===== config.mk =====
export PLATFORM = sky130hd
export DESIGN_NAME = lease_consensus_acceptor_core
export DESIGN_NICKNAME = d
export VERILOG_FILES = /design/src/design/lca_pkg.sv /design/src/design/lca_eval.sv /design/src/design/lease_consensus_acceptor_core.sv
export SDC_FILE = /design/constraint.sdc
export NUM_CORES = 1
export LEC_CHECK = 0
export BUFFER_PORTS_ARGS = -buffer_cell sky130_fd_sc_hd__buf_2
export CORE_MARGIN = 3
export CORE_UTILIZATION = 62
export CTS_CLUSTER_SIZE = 8
export DETAILED_ROUTE_END_ITERATION = 8
export PLACE_DENSITY = 0.86
export SYNTH_ARGS = -nofsm -noshare
export SYNTH_HDL_FRONTEND = slang
export SYNTH_SLANG_ARGS = --single-unit

===== constraint.sdc =====
create_clock -name clk -period 44.8 [get_ports clk]
set_clock_uncertainty 0.1 [all_clocks]
set_input_delay 4.48 -clock clk [delete_from_list [all_inputs] [get_ports clk]]
set_output_delay 4.48 -clock clk [all_outputs]
set_load 0.02 [all_outputs]

===== src/design/lca_pkg.sv =====
// ----------------------------------------------------------------------------
// Lease consensus acceptor package
// Shared request/reply codes, register indexes and the structs passed between
// the acceptor core and its decision logic.
// ----------------------------------------------------------------------------
package lca_pkg;

  // Request type codes (code 3 is unused and acts like a tick)
  typedef enum logic [1:0] {
    REQ_PREPARE = 2'd0,
    REQ_PROPOSE = 2'd1,
    REQ_TICK    = 2'd2
  } req_type_t;

  // Reply kind codes
  typedef enum logic [2:0] {
    KIND_PREP_REJECT = 3'd0,
    KIND_PREP_OPEN   = 3'd1,
    KIND_PREP_PREV   = 3'd2,
    KIND_PROP_REJECT = 3'd3,
    KIND_PROP_ACCEPT = 3'd4,
    KIND_SKEW_FAULT  = 3'd5
  } reply_kind_t;

  // Configuration register indexes
  localparam logic [1:0] CFG_OWN_NODE      = 2'd0;
  localparam logic [1:0] CFG_LEASE_LIMIT   = 2'd1;
  localparam logic [1:0] CFG_SKEW_LIMIT    = 2'd2;
  localparam logic [1:0] CFG_TIME_CHECK_EN = 2'd3;

  // Register reset values
  localparam logic [3:0]  OWN_NODE_RST      = 4'd0;
  localparam logic [31:0] LEASE_LIMIT_RST   = 32'd7000;
  localparam logic [31:0] SKEW_LIMIT_RST    = 32'd2000;
  localparam logic        TIME_CHECK_EN_RST = 1'b1;

  // Stream widths
  localparam int IN_TDATA_W  = 328;
  localparam int OUT_TDATA_W = 272;

  typedef struct packed {
    logic [3:0]  own_node;
    logic [31:0] lease_limit;
    logic [31:0] skew_limit;
    logic        time_check_enable;
  } cfg_t;

  typedef struct packed {
    logic [1:0]  req_type;
    logic [3:0]  sender_node;
    logic [63:0] request_log_pos;
    logic [63:0] local_log_pos;
    logic [63:0] proposal_number;
    logic [3:0]  lease_owner;
    logic [63:0] expire_time;
    logic [63:0] now_time;
  } item_t;

  typedef struct packed {
    reply_kind_t reply_kind;
    logic [3:0]  dest_node;
    logic [3:0]  from_node;
    logic [63:0] reply_proposal;
    logic [63:0] prev_proposal;
    logic [3:0]  prev_owner;
    logic [63:0] prev_expire;
    logic        log_notify;
    logic [63:0] notify_log_pos;
  } result_t;

  typedef struct packed {
    logic [63:0] promised_proposal;
    logic        lease_accepted;
    logic [63:0] accepted_proposal;
    logic [3:0]  accepted_owner;
    logic [63:0] accepted_expire;
  } acc_state_t;

endpackage


===== src/design/lca_eval.sv =====
// ----------------------------------------------------------------------------
// Lease consensus acceptor decision logic
// Combinational evaluation of one request against the acceptor state: expiry
// drop, log position check, promise compare, skew check and state update.
// ----------------------------------------------------------------------------
module lca_eval (
  input  lca_pkg::item_t      item,
  input  lca_pkg::acc_state_t st,
  input  lca_pkg::cfg_t       cfg,
  output logic                has_result,
  output lca_pkg::result_t    res,
  output lca_pkg::acc_state_t st_nxt
);
  import lca_pkg::*;

  logic        lease_live;
  logic        expired;
  logic        log_ok;
  logic        below_promise;
  logic [33:0] skew_window;
  logic [63:0] lease_span;
  logic        skew_fault;

  // Shared compares and the skew window (sum kept exact in 34 bits)
  always_comb begin
    lease_live    = st.lease_accepted && !(st.accepted_expire < item.now_time);
    expired       = item.expire_time < item.now_time;
    log_ok        = !(item.request_log_pos < item.local_log_pos);
    below_promise = item.proposal_number < st.promised_proposal;
    skew_window   = {2'b00, cfg.lease_limit} + {1'b0, cfg.skew_limit, 1'b0};
    lease_span    = item.expire_time - item.now_time;
    skew_fault    = cfg.time_check_enable && (lease_span > {30'd0, skew_window});
  end

  // Reply and next state
  always_comb begin
    st_nxt                = st;
    st_nxt.lease_accepted = lease_live;
    has_result            = 1'b0;
    res                   = '0;
    res.dest_node         = item.sender_node;
    res.from_node         = cfg.own_node;
    res.reply_proposal    = item.proposal_number;
    case (item.req_type)
      REQ_PREPARE: begin
        if (log_ok) begin
          has_result         = 1'b1;
          res.log_notify     = 1'b1;
          res.notify_log_pos = item.request_log_pos;
          if (below_promise) begin
            res.reply_kind = KIND_PREP_REJECT;
          end else begin
            st_nxt.promised_proposal = item.proposal_number;
            if (!lease_live) begin
              res.reply_kind = KIND_PREP_OPEN;
            end else begin
              res.reply_kind    = KIND_PREP_PREV;
              res.prev_proposal = st.accepted_proposal;
              res.prev_owner    = st.accepted_owner;
              res.prev_expire   = st.accepted_expire;
            end
          end
        end
      end
      REQ_PROPOSE: begin
        if (!expired) begin
          has_result = 1'b1;
          if (skew_fault) begin
            res.reply_kind = KIND_SKEW_FAULT;
          end else if (below_promise) begin
            res.reply_kind = KIND_PROP_REJECT;
          end else begin
            res.reply_kind           = KIND_PROP_ACCEPT;
            st_nxt.lease_accepted    = 1'b1;
            st_nxt.accepted_proposal = item.proposal_number;
            st_nxt.accepted_owner    = item.lease_owner;
            st_nxt.accepted_expire   = item.expire_time;
          end
        end
      end
      default: begin
        // tick or unused code: expiry drop only
      end
    endcase
  end

endmodule


===== src/design/lease_consensus_acceptor_core.sv =====
// ----------------------------------------------------------------------------
// Lease consensus acceptor core
// Acceptor side of a lease-granting consensus round, one request per cycle unless stalled.
// ----------------------------------------------------------------------------
// Usage:
//   in_*  : request stream. in_tuser = req_type (0 prepare, 1 propose, 2 tick),
//           in_tdata carries the request fields and the current time.
//   out_* : reply stream. out_tuser = reply_kind, out_tdata the reply fields.
//           A request yields zero or one reply; stale prepares, expired
//           proposes and ticks give none.
//   cfg_* : register writes (index, data), always ready. Write only while the
//           block is idle.
//   Path: the input register holds the request, the reply register its reply.
//   Throughput: one request per cycle unless stalled; the update of the
//   promise/lease registers is the loop that sets it.
//   Stall: the reply register holds while out_tready is low; requests that
//   produce no reply still pass, and in_tready drops only once a request that
//   produces a reply is waiting behind the held reply.
//   Reset (rst_n low, synchronous): no lease, promise zero, registers back to
//   own_node 0, lease 7000, skew 2000, time check on; both streams empty.
// ----------------------------------------------------------------------------
module lease_consensus_acceptor_core (
  input  logic                               clk,
  input  logic                               rst_n,
  // request stream
  input  logic                               in_tvalid,
  output logic                               in_tready,
  // tdata, low to high: sender_node, request_log_pos, local_log_pos,
  // proposal_number, lease_owner, expire_time, now_time
  input  logic [lca_pkg::IN_TDATA_W-1:0]     in_tdata,
  // tuser: req_type
  input  logic [1:0]                         in_tuser,
  // reply stream
  output logic                               out_tvalid,
  input  logic                               out_tready,
  // tdata, low to high: dest_node, from_node, reply_proposal, prev_proposal,
  // prev_owner, prev_expire, log_notify, notify_log_pos, zero pad
  output logic [lca_pkg::OUT_TDATA_W-1:0]    out_tdata,
  // tuser: reply_kind
  output logic [2:0]                         out_tuser,
  // configuration writes
  input  logic                               cfg_valid,
  output logic                               cfg_ready,
  input  logic [1:0]                         cfg_index,
  input  logic [31:0]                        cfg_data
);
  import lca_pkg::*;

  cfg_t       cfg_r;
  logic       s1_valid_r;
  item_t      s1_item_r;
  item_t      in_item;
  acc_state_t st_r;
  acc_state_t st_nxt;
  logic       has_result;
  result_t    res;
  logic       out_valid_r;
  logic       out_valid_nxt;
  result_t    out_res_r;
  logic       advance;

  // Unpack request
  always_comb begin
    in_item.req_type        = in_tuser;
    in_item.sender_node     = in_tdata[3:0];
    in_item.request_log_pos = in_tdata[67:4];
    in_item.local_log_pos   = in_tdata[131:68];
    in_item.proposal_number = in_tdata[195:132];
    in_item.lease_owner     = in_tdata[199:196];
    in_item.expire_time     = in_tdata[263:200];
    in_item.now_time        = in_tdata[327:264];
  end

  // Configuration registers
  assign cfg_ready = 1'b1;

  always_ff @(posedge clk) begin
    if (!rst_n) begin
      cfg_r.own_node          <= OWN_NODE_RST;
      cfg_r.lease_limit       <= LEASE_LIMIT_RST;
      cfg_r.skew_limit        <= SKEW_LIMIT_RST;
      cfg_r.time_check_enable <= TIME_CHECK_EN_RST;
    end else if (cfg_valid && cfg_ready) begin
      unique case (cfg_index)
        CFG_OWN_NODE:      cfg_r.own_node          <= cfg_data[3:0];
        CFG_LEASE_LIMIT:   cfg_r.lease_limit       <= cfg_data;
        CFG_SKEW_LIMIT:    cfg_r.skew_limit        <= cfg_data;
        CFG_TIME_CHECK_EN: cfg_r.time_check_enable <= cfg_data[0];
        default: begin
        end
      endcase
    end
  end

  // Decision logic
  lca_eval u_eval (
    .item       (s1_item_r),
    .st         (st_r),
    .cfg        (cfg_r),
    .has_result (has_result),
    .res        (res),
    .st_nxt     (st_nxt)
  );

  // Handshake: the staged request retires when it has no reply or its reply has room
  assign advance       = s1_valid_r && (!has_result || !out_valid_r || out_tready);
  assign in_tready     = !s1_valid_r || advance;
  assign out_valid_nxt = (advance && has_result) ? 1'b1 :
                         (out_tready ? 1'b0 : out_valid_r);

  // Control and acceptor state
  always_ff @(posedge clk) begin
    if (!rst_n) begin
      s1_valid_r  <= 1'b0;
      out_valid_r <= 1'b0;
      st_r        <= '0;
    end else begin
      if (in_tready) begin
        s1_valid_r <= in_tvalid;
      end
      out_valid_r <= out_valid_nxt;
      if (advance) begin
        st_r <= st_nxt;
      end
    end
  end

  // Payload registers
  always_ff @(posedge clk) begin
    if (in_tvalid && in_tready) begin
      s1_item_r <= in_item;
    end
    if (advance && has_result) begin
      out_res_r <= res;
    end
  end

  // Pack reply
  assign out_tvalid = out_valid_r;
  assign out_tuser  = out_res_r.reply_kind;
  assign out_tdata  = {3'b000,
                       out_res_r.notify_log_pos,
                       out_res_r.log_notify,
                       out_res_r.prev_expire,
                       out_res_r.prev_owner,
                       out_res_r.prev_proposal,
                       out_res_r.reply_proposal,
                       out_res_r.from_node,
                       out_res_r.dest_node};

  // Promise never goes backward
  a_promise_mono: assert property (@(posedge clk) disable iff (!rst_n)
    rst_n |=> st_r.promised_proposal >= $past(st_r.promised_proposal))
    else $error("promised proposal decreased");

  // An accepted propose leaves a live lease behind
  a_accept_sets_lease: assert property (@(posedge clk) disable iff (!rst_n)
    advance && has_result && res.reply_kind == KIND_PROP_ACCEPT |=>
      st_r.lease_accepted && st_r.accepted_proposal == $past(s1_item_r.proposal_number))
    else $error("accepted propose did not store the lease");

  // A skew fault leaves promise and lease contents untouched
  a_skew_no_update: assert property (@(posedge clk) disable iff (!rst_n)
    advance && has_result && res.reply_kind == KIND_SKEW_FAULT |=>
      $stable(st_r.promised_proposal) && $stable(st_r.accepted_proposal) &&
      $stable(st_r.accepted_expire))
    else $error("skew fault changed acceptor state");

  // Log notify only on prepare replies
  a_notify_prepare: assert property (@(posedge clk) disable iff (!rst_n)
    out_valid_r && out_res_r.log_notify |->
      (out_res_r.reply_kind == KIND_PREP_REJECT || out_res_r.reply_kind == KIND_PREP_OPEN ||
       out_res_r.reply_kind == KIND_PREP_PREV))
    else $error("log notify on a non-prepare reply");

  // A held reply is never overwritten
  a_no_overwrite: assert property (@(posedge clk) disable iff (!rst_n)
    out_valid_r && !out_tready |-> !(advance && has_result))
    else $error("reply register overwritten while stalled");

endmodule


==> out/qor.txt, run 1 <==
Status -> finished clean
Core region area -> 64930 µm²
Rel. slew slack -> 0.1676
First-pass GRT wire length -> 179900 µm
Fin crit share -> 0.2348
Startpoint types -> flip-flop
Synth area leaders -> edfxtp_1 (44%), dfxtp_1 (13%), ha_1 (9.7%), mux2i_1 (5.0%), nand2_1 (4.4%)
DR iter-0 viols -> 2845
Placed insts -> 4884
Area of the multi-input gates -> 15980 µm²
IO Port Bufs -> 642
Layout net count -> 4839
#FFs+latches synth -> 870
I/O pin cnt -> 647
Share of post-route cells with drive strength above 1 -> 0.1936
DR pass1 iterations -> 6
Yosys cell types -> 84
Register area -> 23440 µm²
Clock slew at reported path FFs -> 0.05 ns
Global placement routability congestion -> 0.9683
Sequential element share of the synthesized area -> 0.5716
Post-route cell area -> 48330 µm²
Site Rows -> 93
R2r endpoint -> st_r[107]$_SDFFE_PN0P_
Die area -> 69270 µm²
Req. time, crit path -> 40.22 ns
Synth area leader -> edfxtp_1
Antenna-violating nets left -> 0
Max-Cap Viols -> 0
Mapped cell area -> 41010 µm²
Slew Limit Fails -> 0
Initial core utilization -> 0.6316
Largest net degree at the start of global routing -> 234
Critical Setup Path Class -> reg2out
Post-CTS sizing -> 0
Peak VDD IR -> 0.00004550 V
Register-to-register setup slack -> 35.24 ns
Clock sink count -> 870
GRT overflow -> 0
Wirelength, routed -> 117800 µm
CTS max path bufs -> 3
Max Fclk -> 95.06 MHz
Die width -> 263.2 µm
Via count -> 30.78k
CTS tree -> done
Worst r2r path cells -> 30
Layout overhead on the synthesized area -> 17.84%
Fin Hold WS -> 0.3197 ns
Worst setup EP type -> output port
Syn Inst Count -> 3509
Ys flop type -> edfxtp_1
Remaining DRCs -> 0
Drt wl/cell -> 22.98 µm
Time the worst path needs with I/O delays and setup -> 10.52 ns
GRT Util Overall -> 0.3329
# fillers -> 4076
Mean Syn Cell Area -> 11.69 µm²
Unrepaired setup endpoints after global routing -> false
Worst r2r src -> cfg_r[1]$_SDFFE_PN0P_
Count leader, synth -> edfxtp_1
Fin worst setup slack -> 34.28 ns
Worst Min Path Start -> s1_item_r[327]$_DFFE_PP_
Peak fanout along the critical path -> 6
Worst-skew pair later-pin latency -> 0.71 ns
Commonest cells post-synth -> edfxtp_1 (602), nand2_1 (484), ha_1 (318), dfxtp_1 (268), inv_1 (218)
Leak Pwr -> 19.90 nW
Yosys warning total -> 0
Initial antenna violation count -> 30
Post-synth EDFFs -> 602
WHS Path Cells -> 0
Post-CTS setup buffers -> 0
Layout Cells excl Fill -> 5127
Crit path from -> s1_item_r[72]$_DFFE_PP_
DP Worst Slack -> 34.36 ns
Final setup viols -> 0
Post-layout util -> 0.7443
Setup TNS Final -> 0 ns
Root Driver -> clkbuf_16
Final hold vios -> 0
Hold path endpoint -> out_tdata[3]$_DFFE_PP_
Hold Path Class -> reg2reg
DP Wirelength -> 79160 µm
P per Cell Area -> 40.55 nW/µm²
CTS Buf Count -> 119
Share of the synthesized area in the top cell type -> 0.4408
H-tree levels -> 3
Slew @ Worst Pin -> 1.249 ns
Die Y -> 263.2 µm
CP arrival -> 5.94 ns
Hold buffer count at CTS -> 0
Tot Pwr -> 1.960 mW
Area after DPL -> 44720 µm²
Async S/R FF share, synth -> 0
Vias in the first global route -> 31.36k
DR vias/cell -> 6.003
## area by class of cell
cell class,instances,share of cell area
flip-flops and latches,870,0.4851
multi-input cells,2278,0.3307
repair buffers,663,0.07048
clock buffers,214,0.06921
well taps,855,0.02214
inverters,218,0.01693
clock inverters,9,0.004402
diodes,20,0.001036
## report_power, final
group	switching, mW	total, mW	internal, mW
combinational	0.125	0.202	0.0773
clock	0.351	0.853	0.502
sequential	0.0164	0.904	0.888
## critical path, stage by stage (launching register included)
cell and delay (ns):
edfxtp_1 0.41, ha_1 0.40, nand2_1 0.15, or3_1 0.40
o2111ai_1 0.36, a211oi_1 0.22, o31a_1 0.42, o211a_1 0.27
o21a_1 0.24, o31ai_1 0.33, a211oi_1 0.15, nor4b_1 0.54
o21ai_0 0.23, nor2_1 0.81, inv_1 0.12, buf_2 0.20
## worst max-delay path by stage
stage               slack (ns)                      to  depth (start not counted)
floorplan                24.41  s1_item_r[0]$_DFFE_PP_                          3
CTS                      34.31               in_tready                          5
global placement         34.37               in_tready                          5
detailed placement       34.36               in_tready                          5
global route             34.04               in_tready                         15
finish                   34.28               in_tready                         15
## state kept, by name, summed over array words and instances (netlist names)
| signal | cells |
|---|---|
| st_r | 197 |
| cfg_r | 69 |
| s1_valid_r | 1 |
| out_tdata | 269 |
| s1_item_r | 330 |
| out_tvalid | 1 |
| out_tuser | 3 |
## cells in the final DEF (no fill, tap or decap), types with 13 or more instances in the layout
master	instances
buf_2	641
edfxtp_1	602
nand2_1	484
ha_1	318
dfxtp_1	268
inv_1	218
mux2i_1	206
a21oi_1	177
and3_1	139
clkbuf_16	119
a21o_1	97
nor2b_1	96
clkbuf_1	94
nor2_1	86
o21ai_0	83
nand4_1	71
and2_1	67
a21boi_0	56
xnor2_1	48
nand3_1	42
nand2b_1	36
xor2_1	27
nor3_1	22
diode_2	20
buf_4	19
a211oi_1	18
o211ai_1	17
o21a_1	16
o21bai_1	15
nor4_1	13
## routing by layer
layer  vias to the layer above  part of all wire  track usage
li1                      13950                 -            -
met1                     14750              0.36       0.3882
met2                      1657              0.49       0.5663
met3                       407             0.088      0.07673
met4                        12             0.063       0.1910
met5                         -           0.00076            0
## cells by family (layout without fill, tap and decap cells)
| family | after synthesis | after routing | synth area share |
|---|---|---|---|
| buffers and inverters | 363 | 1104 | 0.04012 |
| flip-flops | 870 | 870 | 0.5716 |
| multiplexers | 206 | 206 | 0.05028 |
| AND/OR/NAND/NOR | 1106 | 1106 | 0.1334 |
| XOR/XNOR | 75 | 75 | 0.01602 |
| AO/OA/AOI/OAI | 567 | 567 | 0.09037 |
| adder cells (fa/ha/maj) | 320 | 320 | 0.09800 |
| other | 2 | 24 | 0.0001831 |
Power figures use the tool's default switching activity.
==> run 2: changes to the inputs <==
Settings changed: CORE_UTILIZATION 62 to 52, PLACE_DENSITY 0.86 to 0.77.
Clock period 44.8 ns to 8.7 ns, I/O delays scaled along.
==> run 2 against run 1 <==
Net effect: critical path depth is 15 higher; flip-flop and latch count stayed put; register-to-register slack worse by 35 ns; global-route usage is 7.2 points lower; final area is 0.68% higher; die area is 19% higher; non-clock buffer count is 4 higher; critical path type is now reg2reg; largest power group unchanged; sequential power grew to 5.1 times the previous value.
==> out/qor.txt, run 2 (synthesis results as in run 1) <==
Global placement routability congestion -> 0.9481 (-2.1%)
Clock sink count -> 870 (unchanged)
CTS tree -> done
Largest net degree at the start of global routing -> 209 (-11%)
Status -> finished clean
CP arrival -> 8.50 ns (+2.56 ns)
Worst-skew pair later-pin latency -> 0.72 ns (about the same)
Commonest non-fill, non-tap cell in the layout -> buf_2
Drt wl/cell -> 20.57 µm (-11%)
Die area -> 82270 µm² (+19%)
Crit path from -> cfg_r[1]$_SDFFE_PN0P_
Slew @ Worst Pin -> 1.056 ns (-0.1923 ns)
Initial core utilization -> 0.5268 (-0.1048)
Antenna-violating nets left -> 0 (unchanged)
DR vias/cell -> 5.504 (-8.3%)
First-pass GRT wire length -> 166600 µm (-7.4%)
Via count -> 29.22k (-5.1%)
Layout overhead on the synthesized area -> 18.64%
Setup TNS Final -> 0 ns (unchanged)
# fillers -> 6065 (+49%)
IO Port Bufs -> 642 (unchanged)
Sw Ratio -> 0.2461 (-0.005160)
Clock slew at reported path FFs -> 0.06 ns (about the same)
Die Y -> 286.8 µm (+9.0%)
Die width -> 286.8 µm (+9.0%)
Reg with most FFs -> s1_item_r
Vias in the first global route -> 29.30k (-6.6%)
Max Fclk -> 124.7 MHz
Top cell by count, worst path -> a21o_1
Root Driver -> clkbuf_16
Tot Pwr -> 10.02 mW (+410%)
GRT Util Overall -> 0.2611 (-0.07183)
CTS Buf Count -> 120 (+0.84%)
Slew Limit Fails -> 0 (unchanged)
Cell internal pwr -> 7.552 mW (+410%)
Worst Min Path Start -> in_tdata[193]
Startpoint types -> flip-flop
GRT overflow -> 0 (unchanged)
H-tree levels -> 3 (unchanged)
Max reg flops -> 330 (unchanged)
Commonest non-fill, non-tap cells in the layout -> buf_2 (641), edfxtp_1 (602), nand2_1 (484), ha_1 (318), dfxtp_1 (268)
Seq pwr share -> 0.464 (+0.003)
Peak VDD IR -> 0.0002152 V (+370%)
Layout net count -> 4844 (+0.10%)
Slowest stage cell, crit path -> or3b_2
Final hold vios -> 0 (unchanged)
Share of post-route cells with drive strength above 1 -> 0.1954 (+0.001830)
Initial antenna violation count -> 32 (+6.7%)
Peak fanout along the critical path -> 63 (+57)
Site Rows -> 102 (+9.7%)
Leak Pwr -> 19.95 nW (+0.22%)
Max-Cap Viols -> 0 (unchanged)
Power share of the clock group -> 0.434 (about the same)
Worst r2r src -> cfg_r[1]$_SDFFE_PN0P_
Time the worst path needs with I/O delays and setup -> 8.022 ns
Unrepaired setup endpoints after global routing -> false
Switching power -> 2.466 mW (+400%)
Hold Path Class -> in2reg
Critical Setup Path Class -> reg2reg
Gate power share -> 0.102 (about the same)
P per Cell Area -> 205.9 nW/µm² (+410%)
Core region area -> 77850 µm² (+20%)
Rel. slew slack -> 0.2958 (+0.1282)
DR pass1 iterations -> 6 (unchanged)
Req. time, crit path -> 9.18 ns (-31.04 ns)
Final setup viols -> 0 (unchanged)
DR iter-0 viols -> 1837 (-35%)
I/O pin cnt -> 647 (unchanged)
Wirelength, routed -> 109200 µm (-7.3%)
CTS max path bufs -> 3 (unchanged)
DP Wirelength -> 77960 µm (-1.5%)
Remaining DRCs -> 0 (unchanged)
Worst setup EP type -> flip-flop
Slowest stage delay, CP -> 0.50 ns (-0.31 ns)
Hold buffer count at CTS -> 0 (unchanged)
Fin crit share -> 0.9221
## run 2: cell count changes in the layout (fill, tap and decap cells not counted), sizes merged
cell,before,now
clkinvlp,0,1
buf,663,667
diode,20,21
clkbuf,214,204
inv,219,218
clkinv,8,10
## run 2: path summary, 6_finish.rpt
kind	to	slack, ns	cells after the start
max reg2reg	st_r[113]$_SDFFE_PN0P_	0.68	30
min	s1_item_r[193]$_DFFE_PP_	0.22	1
max	st_r[113]$_SDFFE_PN0P_	0.68	30
min reg2reg	out_tdata[2]$_DFFE_PP_	0.32	0
## run 2: final cells by class
type                    instances  area (µm²)  share of cell area
flip-flops and latches        870       23440              0.4818
diodes                         21       52.55            0.001080
well taps                    1040        1301             0.02674
clock inverters                11       231.5            0.004757
repair buffers                667        3498             0.07190
inverters                     218       818.3             0.01682
clock buffers                 204        3328             0.06840
multi-input cells            2278       15980              0.3285
## run 2: per-stage QoR
step / cells / util / hold WS (ns) / setup WS, ns / area, µm²
finish: 5309 / 0.6250 / 0.2192 / 0.6780 / 48650
global route: 5303 / 0.6248 / 0.1809 / 0.09819 / 48640
CTS: 5288 / 0.6243 / 0.1669 / 0.5848 / 48600
detailed placement: 5073 / 0.5786 / 0.3045 / 0.6094 / 45040
global placement: 5073 / 0.5786 / 0.3024 / 0.7246 / 45040
floorplan: 3511 / - / 0.3003 / 0.03890 / 41030
## run 2: what timing repair did
item	in CTS	in global routing
setup buffers	0	0
hold endpoints to repair	0	0
resized for setup	0	1
setup endpoints to repair	0	3
## run 2: power groups by stage
stage,registers (mW),clock network [mW],logic (mW)
floorplan,4.74,0,0.640
global placement,4.73,0,0.990
detailed placement,4.73,0,1.00
CTS,4.65,4.43,1.01
global route,4.66,4.61,1.14
finish,4.65,4.35,1.02
## run 2: metal layers
layer  track usage  up-vias  part of all wire  routed length [µm]
met4        0.1179        8             0.042                4618
met3       0.06082      247             0.081                8792
met1        0.3267    13930              0.39               43130
li1              -    13960                 -                   -
met2        0.4323     1078              0.48               52600
met5             0        -           0.00054                  59
## run 2: worst max-delay path, delay by kind of cell, from the launching register on
family | cells | cell delay [ns]
flops | 1 | 0.31
compound gates | 16 | 3.70
xor+xnor | 1 | 0.18
mux | 1 | 0.27
fa+ha+maj | 3 | 0.88
simple gates | 7 | 1.91
buf+inv | 2 | 0.51
